--- src/hw/rtl/ecol_pkg.sv ---
package ecol_pkg;

	// depth of the word queue between front and back
	localparam int FIFO_DEPTH = 4;
	localparam int FIFO_AW    = $clog2(FIFO_DEPTH);

	typedef struct packed {
		logic full;
		logic empty;
	} fifo_stat_t;

endpackage

--- src/hw/rtl/ecol_fifo.sv ---
module ecol_fifo
	import ecol_pkg::*;
#(
	parameter int WIDTH = 8
) (
	input  logic             clk,
	input  logic             arst_n,
	input  logic             push,
	input  logic [WIDTH-1:0] din,
	input  logic             pop,
	output logic [WIDTH-1:0] dout,
	output fifo_stat_t       stat
);

	logic [WIDTH-1:0]   mem_q [FIFO_DEPTH];
	logic [FIFO_AW-1:0] wr_q;
	logic [FIFO_AW-1:0] rd_q;
	logic [FIFO_AW:0]   cnt_q;

	always_ff @(posedge clk) begin
		if (push) begin
			mem_q[wr_q] <= din;
		end
	end

	always_ff @(posedge clk or negedge arst_n) begin
		if (!arst_n) begin
			wr_q  <= '0;
			rd_q  <= '0;
			cnt_q <= '0;
		end else begin
			if (push) begin
				wr_q <= wr_q + 1'b1;
			end
			if (pop) begin
				rd_q <= rd_q + 1'b1;
			end
			case ({push, pop})
				2'b10:   cnt_q <= cnt_q + 1'b1;
				2'b01:   cnt_q <= cnt_q - 1'b1;
				default: cnt_q <= cnt_q;
			endcase
		end
	end

	assign dout       = mem_q[rd_q];
	assign stat.full  = (cnt_q == (FIFO_AW+1)'(FIFO_DEPTH));
	assign stat.empty = (cnt_q == '0);

endmodule

--- config.mk ---
export PLATFORM = sky130hd
export DESIGN_NAME = ecol_fifo
export DESIGN_NICKNAME = d
export VERILOG_FILES = /design/src/hw/rtl/ecol_pkg.sv /design/src/hw/rtl/ecol_fifo.sv
export SDC_FILE = /design/constraint.sdc
export NUM_CORES = 1
export LEC_CHECK = 0
export CORE_UTILIZATION = 45
export DETAILED_ROUTE_END_ITERATION = 10
export DONT_BUFFER_PORTS = 1
export GPL_TIMING_DRIVEN = 0
export PLACE_DENSITY_LB_ADDON = 0.15
export SYNTH_ARGS = -nofsm -noshare
export SYNTH_HDL_FRONTEND = slang
export SYNTH_SLANG_ARGS = --single-unit
export TNS_END_PERCENT = 5
--- constraint.sdc ---
create_clock -name clk -period 2.9 [get_ports clk]
set_input_delay 0.435 -clock clk [delete_from_list [all_inputs] [get_ports clk]]
set_output_delay 0.435 -clock clk [all_outputs]
set_load 0.01 [all_outputs]
==> impl_results.md, run 1 <==
- Drt via density: around 5.0
- Tot GR Track Use: 15.2%
- Synthesized area: 0.00155 mm2
- Placed Area: around 0.0016 mm2
- Worst setup EP type: output port
- Setup repair bufs after CTS: 0
- Commonest non-fill, non-tap cell in the layout: edfxtp_1
- Max Clock Freq: 0.533 GHz
- Clock power frac: ~17%
- Synth Register Bits: 39
- Sequential cell area: 0.00114 mm2
- Seq/Total Area, Yosys: 73.2%
- Clk root buf: clkbuf_4
- Synth Area in Compound Gates: 0.322%
- DR DRC count: 0
- Adder-Cell Fraction of Synth Area: ~5.3%
- Die footprint: between 0.003 and 0.004 mm2
- Via count: around 660
- Setup Viol. Count Final: 0
- Mean post-synth cell area: ~20 um2
- Largest net degree at the start of global routing: 12
- CTS Sinks: 39
- Net switching power: about 0.47 mW
- Internal: 1.05 mW
- Cells after Synth: 78
- CTS tree: yes
- Arr. time, crit path: 1440 ps
- WL final: between 2000 and 2500 um
- Reg2reg start: wr_q[0]$_DFFE_PN0P_
- Syn nets: 96
- Crit Path Category: reg -> out
- Final critical-path share of the clock period: 64.7%
- Power Dens Cells: 912 mW/mm2
- Crit path max fanout: 10
- Xor-xnor portion of the synthesized cell area: roughly 3.4%
- Unique masters post-synth: 17
- Std-Cell Rows: 20
- DR WL/cell: 17.0 um
- Synthesis warning total: 0
- Synth Area in Simple Gates: 3.06%
- Core Area: 0.00315 mm2
- Final Core Density: between 50% and 60%
- Status: finished clean
- Routed Antenna Nets: 0
- RD Place Congestion: 0.627
- # fillers: 280
- Worst-Margin Slew: 445 ps
- Max rail drop VDD: 422 uV
- Initial Utilization: 49.2%
- Flop pwr share: 52.7%
- Post-synthesis mux area share: 12.2%
- Area Overhead vs Synth: 7.41%
- Die Height: 60.7 um
- Clock Path Buffers: 2
- Clk_lat worst skew: 340 ps
- Fraction of layout cells with a size suffix above 1: a little under a fifth
- Post-Layout Inst Area: 0.00167 mm2
- Hold Crit Depth: 1
- Kind of start point of the critical path: register
- Reg2Reg Depth: 3
- DR iter-0 viols: 24
- H-tree depth: 2
- Crit path time final: 1880 ps
- Final Hold Fails: 0
- Leakage power: 0.599 nW
- Maxcap violations: 0
- Initial antenna violation count: 0
- DR pass1 iterations: 4
- Critical Path RT: 2470 ps
- R2r endpoint: mem_q[2][6]$_DFFE_PP_
- Commonest cells after routing, fill and taps aside: edfxtp_1, mux4_2, dfrtp_1
- CTS buffer count: 5
- Grt ovf: 0
- Pwr Total: roughly 1.5 mW
- Setup TNS: 0 ps
- RSZ-0062 raised after global routing: false
- Ant diodes: 0
- Clock skew: roughly 2.5 ps
- Clk slew on worst S/H paths: ~110 ps
- Multi-input gate area: 378 um2
- Slew Viols, Final: 0
- Vias in the first global route: 737
- Sw Ratio: 30.9%
- Chip Width: 60.7 um
- Largest family of logic cells by synthesized area: multiplexers
- Hold path startpoint: pop
- IO Count: 22
- Hold EP: rd_q[0]$_DFFE_PN0P_
- Port-buffer cells: 0
- Combinational share of power: roughly 30%
- Setup slack, reg-to-reg: 1490 ps
- Max_slew headroom: 70.3%
- Nets: 104
- Worst Hold Class: in -> reg
- First-pass GRT wire length: between 3000 and 4000 um
-- power by group through the flow --
stage / sequential [mW] / clock [mW] / combinational [mW]
6_report: 0.801 / 0.261 / 0.459
5_1_grt: 0.814 / 0.296 / 0.525
4_1_cts: 0.803 / 0.268 / 0.478
3_5_place_dp: 0.815 / 0 / 0.473
3_3_place_gp: 0.809 / 0 / 0.465
2_1_floorplan: 0.800 / 0 / 0.392
-- metal layers --
| layer | part of all wire [%] | global-route usage [%] |
|---|---|---|
| met4 | 2.0 | 6.82 |
| met5 | 0 | 0 |
| met1 | 43 | 18.0 |
| met2 | 48 | 23.2 |
| met3 | 7.1 | 7.89 |
-- cells in the mapped netlist --
master	instances	area share (%)
ha_1	5	4.0
and3_1	1	0.40
and2_1	4	1.6
nor3_1	1	0.32
dfrtp_1	7	11
fa_1	1	1.3
nor2_1	1	0.24
mux4_2	8	12
xnor2_1	2	1.1
mux2i_1	1	0.64
o21ai_0	1	0.32
buf_2	1	0.32
xor2_1	4	2.3
nand2_1	2	0.48
inv_1	6	1.5
buf_6	1	0.73
edfxtp_1	32	62
-- per-stage QoR --
stage,hold slack (ps),setup slack [ps],cells
finish,168,1020,131
global route,153,947,131
CTS,157,998,131
detailed placement,140,1320,122
global placement,140,1360,122
floorplan,139,1390,78
-- worst max-delay path, stage by stage (launching register included) --
cell and delay (ps):
dfrtp_1 360, buf_6 180, mux4_2 570
-- registers in the layout (all words and copies together) (netlist names) --
signal / cells
wr_q: 2
mem_q: 32
rd_q: 2
cnt_q: 3
-- cells by family (layout without fill, tap and decap cells) --
kind of cell | count (synthesis) | after routing
AND/OR/NAND/NOR | 9 | 9
buffers and inverters | 8 | 17
flip-flops | 39 | 39
AO/OA/AOI/OAI | 1 | 1
XOR/XNOR | 6 | 6
multiplexers | 9 | 9
adder cells (fa/ha/maj) | 6 | 6
-- final cells by class --
class,instances,area share (%)
tap,44,3.30
clock inverter,1,0.300
multi-input combinational,31,22.7
sequential,39,68.1
inverter,6,1.35
clock buffer,7,2.70
buffer,2,0.975
timing repair buffer,1,0.600
-- how the worst max path moves through the flow --
stage	start	endpoint	slack, ps
floorplan	push	cnt_q[2]$_DFFE_PN0P_	1390
CTS	rd_q[0]$_DFFE_PN0P_	dout[3]	1000
detailed placement	push	cnt_q[2]$_DFFE_PN0P_	1320
global placement	push	cnt_q[2]$_DFFE_PN0P_	1360
finish	rd_q[0]$_DFFE_PN0P_	dout[0]	1020
global route	rd_q[0]$_DFFE_PN0P_	dout[3]	950
-- timing repair --
action | 4_1_cts | 5_1_grt
resized for setup | 0 | 0
hold endpoints to repair | 7 | 0
hold buffers | 1 | 0
Note: power is estimated with default switching activity, not from simulation.
==> run 2: changes to the inputs <==
==> constraint.sdc (replaced) <==
create_clock -name clk -period 1.81 [get_ports clk]
set_input_delay 0.2715 -clock clk [delete_from_list [all_inputs] [get_ports clk]]
set_output_delay 0.2715 -clock clk [all_outputs]
set_load 0.01 [all_outputs]
==> run 2 against run 1 <==
  * Routed wire length rose by 2.8%
  * First-iteration DRC count fell by 17%
  * Worst setup slack got worse by 920 ps
  * Final area rose by 6.0%
  * Die area did not move
  * Sequential power rose by 60%
  * Sequential cell count did not move
  * Largest cell class unchanged
  * Sequential share of layout area fell by 3.9 points
  * Final cell count rose by 7.6%
  * Register-to-register slack got worse by 1100 ps
  * Critical endpoint unchanged
  * Critical path type unchanged
  * Via count rose by 5.6%
  * Clock skew rose by 3.7 ps
==> impl_results.md, run 2 (synthesis results as in run 1) <==
- Max Clock Freq: 0.586 GHz
- Drt via density: 4.92 (was 5.02)
- Arr. time, crit path: 1440 ps (about the same)
- Setup repair bufs after CTS: 0 (unchanged)
- CP peak stage delay: 570 ps (about the same)
- Power Dens Cells: 1390 mW/mm2 (was 912 mW/mm2)
- Port-buffer cells: 0 (unchanged)
- Crit path max fanout: 10 (unchanged)
- Ant diodes: 0 (unchanged)
- Max rail drop VDD: 671 uV (was 422 uV)
- Fraction of layout cells with a size suffix above 1: 16.5% (was 18.4%)
- Worst setup EP type: output port (unchanged)
- Crit path time final: around 1700 ps
- Commonest cells after routing, fill and taps aside: edfxtp_1, dlygate4sd3_1, mux4_2 (was edfxtp_1, mux4_2, dfrtp_1)
- CTS buffer count: 5 (unchanged)
- DR WL/cell: 16.3 um (was 17.0 um)
- Via count: 694 (was 657)
- DR iter-0 viols: 20 (was 24)
- Setup slack, reg-to-reg: 400 ps (was 1490 ps)
- CP cell instances: buf_6 > mux4_2 (unchanged)
- RSZ-0062 raised after global routing: false (unchanged)
- Status: finished clean (unchanged)
- Hold Crit Depth: 1 (unchanged)
- Clk slew on worst S/H paths: 100 ps (was 110 ps)
- Initial antenna violation count: 0 (unchanged)
- Clk root buf: clkbuf_4 (unchanged)
- Critical Path RT: 1540 ps (was 2470 ps)
- Slew Viols, Final: 0 (unchanged)
- H-tree depth: 2 (unchanged)
- Grt ovf: 0 (unchanged)
- Setup crit start: rd_q[0]$_DFFE_PN0P_ (unchanged)
- Clock Path Buffers: 2 (unchanged)
- Stages on the worst setup path: 2 (unchanged)
- Commonest non-fill, non-tap cell in the layout: edfxtp_1 (unchanged)
- Leakage power: 0.641 nW (was 0.599 nW)
- CTS Sinks: 39 (unchanged)
- Routed Antenna Nets: 0 (unchanged)
- Reg2reg start: wr_q[0]$_DFFE_PN0P_ (unchanged)
- Max reg flops: 32 (unchanged)
- DR DRC count: 0 (unchanged)
- Final critical-path share of the clock period: 94.4%
- Clock skew: 6.11 ps (was 2.46 ps)
- WL final: 2290 um (was 2230 um)
- Vias in the first global route: 729 (was 737)
- Maxcap violations: 0 (unchanged)
- Die Height: 60.7 um (unchanged)
- Setup Viol. Count Final: 0 (unchanged)
- Core Area: 0.00315 mm2 (unchanged)
- CP endpoint: dout[0] (unchanged)
- Chip Width: 60.7 um (unchanged)
- Max_slew headroom: 70.6% (was 70.3%)
- Die footprint: 0.00369 mm2 (unchanged)
- Tot GR Track Use: 15.1% (was 15.2%)
- Initial Utilization: 49.2% (unchanged)
- Worst-Margin Slew: 441 ps (was 445 ps)
- Kind of start point of the critical path: register (unchanged)
- Top delay family on crit path: multiplexers (unchanged)
- Worst Hold Class: in -> reg (unchanged)
- Crit Path Category: reg -> out (unchanged)
- Top Registers: mem_q: 32 flops, cnt_q: 3 flops (unchanged)
- Nets: 114 (was 104)
- IO Count: 22 (unchanged)
- Setup TNS: 0 ps (unchanged)
- RD Place Congestion: 0.627 (unchanged)
- R2r endpoint: mem_q[2][0]$_DFFE_PP_ (was mem_q[2][6]$_DFFE_PP_)
- Reg2Reg Depth: 3 (unchanged)
- Final Hold Fails: 0 (unchanged)
- Post-Layout Inst Area: 0.00177 mm2 (was 0.00167 mm2)
- Largest net degree at the start of global routing: 12 (unchanged)
- Area Overhead vs Synth: 13.9% (was 7.41%)
- Biggest register: mem_q (unchanged)
- Std-Cell Rows: 20 (unchanged)
- DR pass1 iterations: 4 (unchanged)
- WP buf/inv: 1 (unchanged)
- CTS tree: yes (unchanged)
- Placed Area: 0.00161 mm2 (unchanged)
- # fillers: 274 (was 280)
- First-pass GRT wire length: 3570 um (was 3590 um)
- Critical Path Slowest Stage Cell: mux4_2 (unchanged)
- Clk_lat worst skew: 340 ps (about the same)
-- run 2: cell count changes in the layout (fill, tap and decap cells not counted) --
cell and change:
dlygate4sd3_1 +10
-- run 2: report_power, final --
part	total (mW)	internal, mW	switching, mW
Sequential	1.28	1.20	0.0810
Combinational	0.761	0.345	0.416
Clock	0.412	0.151	0.260
Total	2.46	1.70	0.757
-- run 2: stage by stage --
step / hold WS [ps] / power (mW) / instances / worst slack (ps) / util, %
6_report: 22.3 / 2.46 / 141 / 102 / 56.1
5_1_grt: 11.7 / 2.64 / 141 / 32.3 / 56.1
4_1_cts: 7.80 / 2.49 / 133 / 71.3 / 53.5
3_5_place_dp: -23.9 / 2.06 / 122 / 377 / 51.0
3_3_place_gp: -23.9 / 2.04 / 122 / 417 / 51.0
2_1_floorplan: -24.1 / 1.91 / 78 / 465 / -
-- run 2: final cells by class --
class	count	area, um2	share of cell area, %
timing repair buffer	11	110	6.23
tap	44	55.1	3.11
buffer	2	16.3	0.920
clock buffer	7	45.0	2.55
clock inverter	1	5.00	0.283
inverter	6	22.5	1.27
multi-input combinational	31	378	21.4
sequential	39	1140	64.3
-- run 2: timing repair --
item / in CTS / in global routing
endpoints found under the hold margin: 9 / 32
setup endpoints to repair: 0 / 0
gates resized for setup: 0 / 0
hold buffers: 3 / 8
-- run 2: worst reg2reg max path, cell delays in order, from the launching register on --
cell and delay (ps):
dfrtp_1 440, inv_1 100, ha_1 140, and2_1 390
-- run 2: layer usage --
metal  GRT usage, %  routed length [um]
met1           18.2                 968
met2           22.8                1130
met3           7.89                 148
met4           6.82                  44
met5              0                   0
-- run 2: how the worst min path moves through the flow --
stage	slack (ps)	end	startpoint
after global routing	10	wr_q[1]$_DFFE_PN0P_	push
after global placement	-20	wr_q[0]$_DFFE_PN0P_	arst_n
final	20	wr_q[1]$_DFFE_PN0P_	push
after detailed placement	-20	wr_q[0]$_DFFE_PN0P_	arst_n
after CTS	8	wr_q[1]$_DFFE_PN0P_	push
after floorplan	-20	cnt_q[0]$_DFFE_PN0P_	arst_n
==> run 3: changes to the inputs <==
--- a/config.mk
+++ b/config.mk
@@ -5,6 +5,8 @@
 export SDC_FILE = /design/constraint.sdc
 export NUM_CORES = 1
 export LEC_CHECK = 0
+export CELL_PAD_IN_SITES_DETAIL_PLACEMENT = 1
+export CELL_PAD_IN_SITES_GLOBAL_PLACEMENT = 2
 export CORE_UTILIZATION = 45
 export DETAILED_ROUTE_END_ITERATION = 10
 export DONT_BUFFER_PORTS = 1
==> run 3 against run 2 <==
  * Clock power about the same
  * Critical path depth unchanged
  * Combinational power is 1% higher
  * Non-clock buffer count shrank 1
  * Die area did not move
  * Global-route usage down 0.13 points
  * Highest routed layer unchanged
  * Largest cell class unchanged
  * Sequential share of layout area is 0.37 points higher
  * Register-to-register slack got worse by 20 ps
  * First-iteration DRC count shrank 10%
==> impl_results.md, run 3 (synthesis results as in run 1) <==
- Max_slew headroom: 70.0% (was 70.6%)
- Arr. time, crit path: 1430 ps (was 1440 ps)
- Vias in the first global route: 716 (was 729)
- CP cell instances: buf_6 > mux4_2 (unchanged)
- Crit path time final: 1700 ps (was 1710 ps)
- Drt via density: 5.02 (was 4.92)
- Biggest register: mem_q (unchanged)
- Core Area: 0.00315 mm2 (unchanged)
- Commonest cells after routing, fill and taps aside: edfxtp_1, dlygate4sd3_1, mux4_2 (unchanged)
- Clk slew on worst S/H paths: 100 ps (about the same)
- Inst Count DP: 122 (unchanged)
- Clock Path Buffers: 2 (unchanged)
- Final Hold Fails: 0 (unchanged)
- Leakage power: 0.636 nW (was 0.641 nW)
- Grt ovf: 0 (unchanged)
- Clk root buf: clkbuf_4 (unchanged)
- Worst Hold Class: in -> reg (unchanged)
- DR iter-0 viols: 18 (was 20)
- Setup Viol. Count Final: 0 (unchanged)
- Max reg flops: 32 (unchanged)
- Power Dens Cells: 1400 mW/mm2 (was 1390 mW/mm2)
- Met3 wire len: 142 um (was 148 um)
- Clock skew: 5.60 ps (was 6.11 ps)
- Port-buffer cells: 0 (unchanged)
- CP peak stage delay: 570 ps (about the same)
- CTS tree: yes (unchanged)
- Area Overhead vs Synth: 13.2% (was 13.9%)
- Kind of start point of the critical path: register (unchanged)
- First-pass GRT wire length: 3540 um (was 3570 um)
- Fin cells: 140 (was 141)
- DR pass1 iterations: 4 (unchanged)
- RD Place Congestion: 0.603 (was 0.627)
- M1 wire length: 1060 um (was 968 um)
- Crit Path Category: reg -> out (unchanged)
- Routed met2 length: 1120 um (was 1130 um)
- Pwr Total: 2.47 mW (was 2.46 mW)
- Initial antenna violation count: 0 (unchanged)
- Fraction of layout cells with a size suffix above 1: 16.7% (was 16.5%)
- Worst-Margin Slew: 450 ps (was 441 ps)
- Status: finished clean (unchanged)
- Max layer used: met4 (unchanged)
- Die footprint: 0.00369 mm2 (unchanged)
- Setup repair bufs after CTS: 0 (unchanged)
- Nets: 113 (was 114)
- Routed Antenna Nets: 0 (unchanged)
- CTS Sinks: 39 (unchanged)
- Critical Path Slowest Stage Cell: mux4_2 (unchanged)
- Die Height: 60.7 um (unchanged)
- Std-Cell Rows: 20 (unchanged)
- Final Core Density: 55.8% (was 56.1%)
- Placed Area: 0.00161 mm2 (unchanged)
- H-tree depth: 2 (unchanged)
- DR DRC count: 0 (unchanged)
- Largest net degree at the start of global routing: 12 (unchanged)
- Top Registers: mem_q: 32 flops, cnt_q: 3 flops (unchanged)
- Maxcap violations: 0 (unchanged)
- Crit path max fanout: 10 (unchanged)
- DR WL/cell: 17.0 um (was 16.3 um)
- Worst setup EP type: output port (unchanged)
- Max rail drop VDD: 526 uV (was 671 uV)
- Max Clock Freq: 0.589 GHz (was 0.586 GHz)
- Post-DP HPWL: 1580 um
- Initial Utilization: 49.2% (unchanged)
- Clk_lat worst skew: 330 ps (was 340 ps)
- Ant diodes: 0 (unchanged)
- PostCTS Resize Cnt: 0 (unchanged)
- Tot GR Track Use: 15.0% (was 15.1%)
- IO Count: 22 (unchanged)
- Slew Viols, Final: 0 (unchanged)
- Commonest non-fill, non-tap cell in the layout: edfxtp_1 (unchanged)
- Final critical-path share of the clock period: 93.7% (was 94.4%)
- CTS buffer count: 5 (unchanged)
- Setup TNS: 0 ps (unchanged)
- WL final: 2380 um (was 2290 um)
- Hold_buf cts: 2 (was 3)
- Post-Layout Inst Area: 0.00176 mm2 (was 0.00177 mm2)
- Critical Path RT: 1540 ps (about the same)
- # fillers: 294 (was 274)
- Chip Width: 60.7 um (unchanged)
- RSZ-0062 raised after global routing: false (unchanged)
- Via count: 703 (was 694)
## run 3: cell types whose count changed in the layout (fill, tap and decap cells not counted), sizes merged
cell         delta
dlygate4sd3     -1
## run 3: final cells by class
type,count,area [um2],area share [%]
Multi-Input combinational cell,31,378,21.5
Tap cell,44,55.1,3.13
Timing Repair Buffer,10,100,5.69
Sequential cell,39,1140,64.6
Clock buffer,7,45.0,2.56
Inverter,6,22.5,1.28
Clock inverter,1,5.00,0.285
Buffer,2,16.3,0.925
## run 3: routing by layer
metal	track usage, %	vias up
li1	-	324
met1	18.6	354
met2	22.4	19
met3	6.61	6
met4	7.79	0
met5	0	-
## run 3: report_power, final
group	switching [mW]	total [mW]	internal [mW]
clock	0.258	0.409	0.152
sequential	0.0846	1.29	1.20
combinational	0.427	0.771	0.344
total	0.769	2.47	1.70
## run 3: worst max-delay path, delay by kind of cell (launching register included)
| family | cells | cell delay [ps] |
|---|---|---|
| buf+inv | 1 | 180 |
| mux | 1 | 570 |
| flops | 1 | 350 |
## run 3: metrics by stage
step / worst slack (ps) / hold WS (ps)
3_3_place_gp: 402 / -23.9
3_5_place_dp: 350 / -23.9
4_1_cts: 80.6 / 1.42
5_1_grt: 39.1 / 0.704
6_report: 113 / 18.7
2_1_floorplan: 465 / -24.1
## run 3: final timing paths
path	start	end	slack (ps)	cells past startpoint
min in group asynchronous	arst_n	cnt_q[0]$_DFFE_PN0P_	260	1
max reg2reg	cnt_q[0]$_DFFE_PN0P_	cnt_q[2]$_DFFE_PN0P_	380	5
min reg2reg	cnt_q[0]$_DFFE_PN0P_	cnt_q[0]$_DFFE_PN0P_	510	1
max in group asynchronous	arst_n	wr_q[1]$_DFFE_PN0P_	1300	1
min	push	wr_q[0]$_DFFE_PN0P_	20	1
max	rd_q[0]$_DFFE_PN0P_	dout[3]	110	2
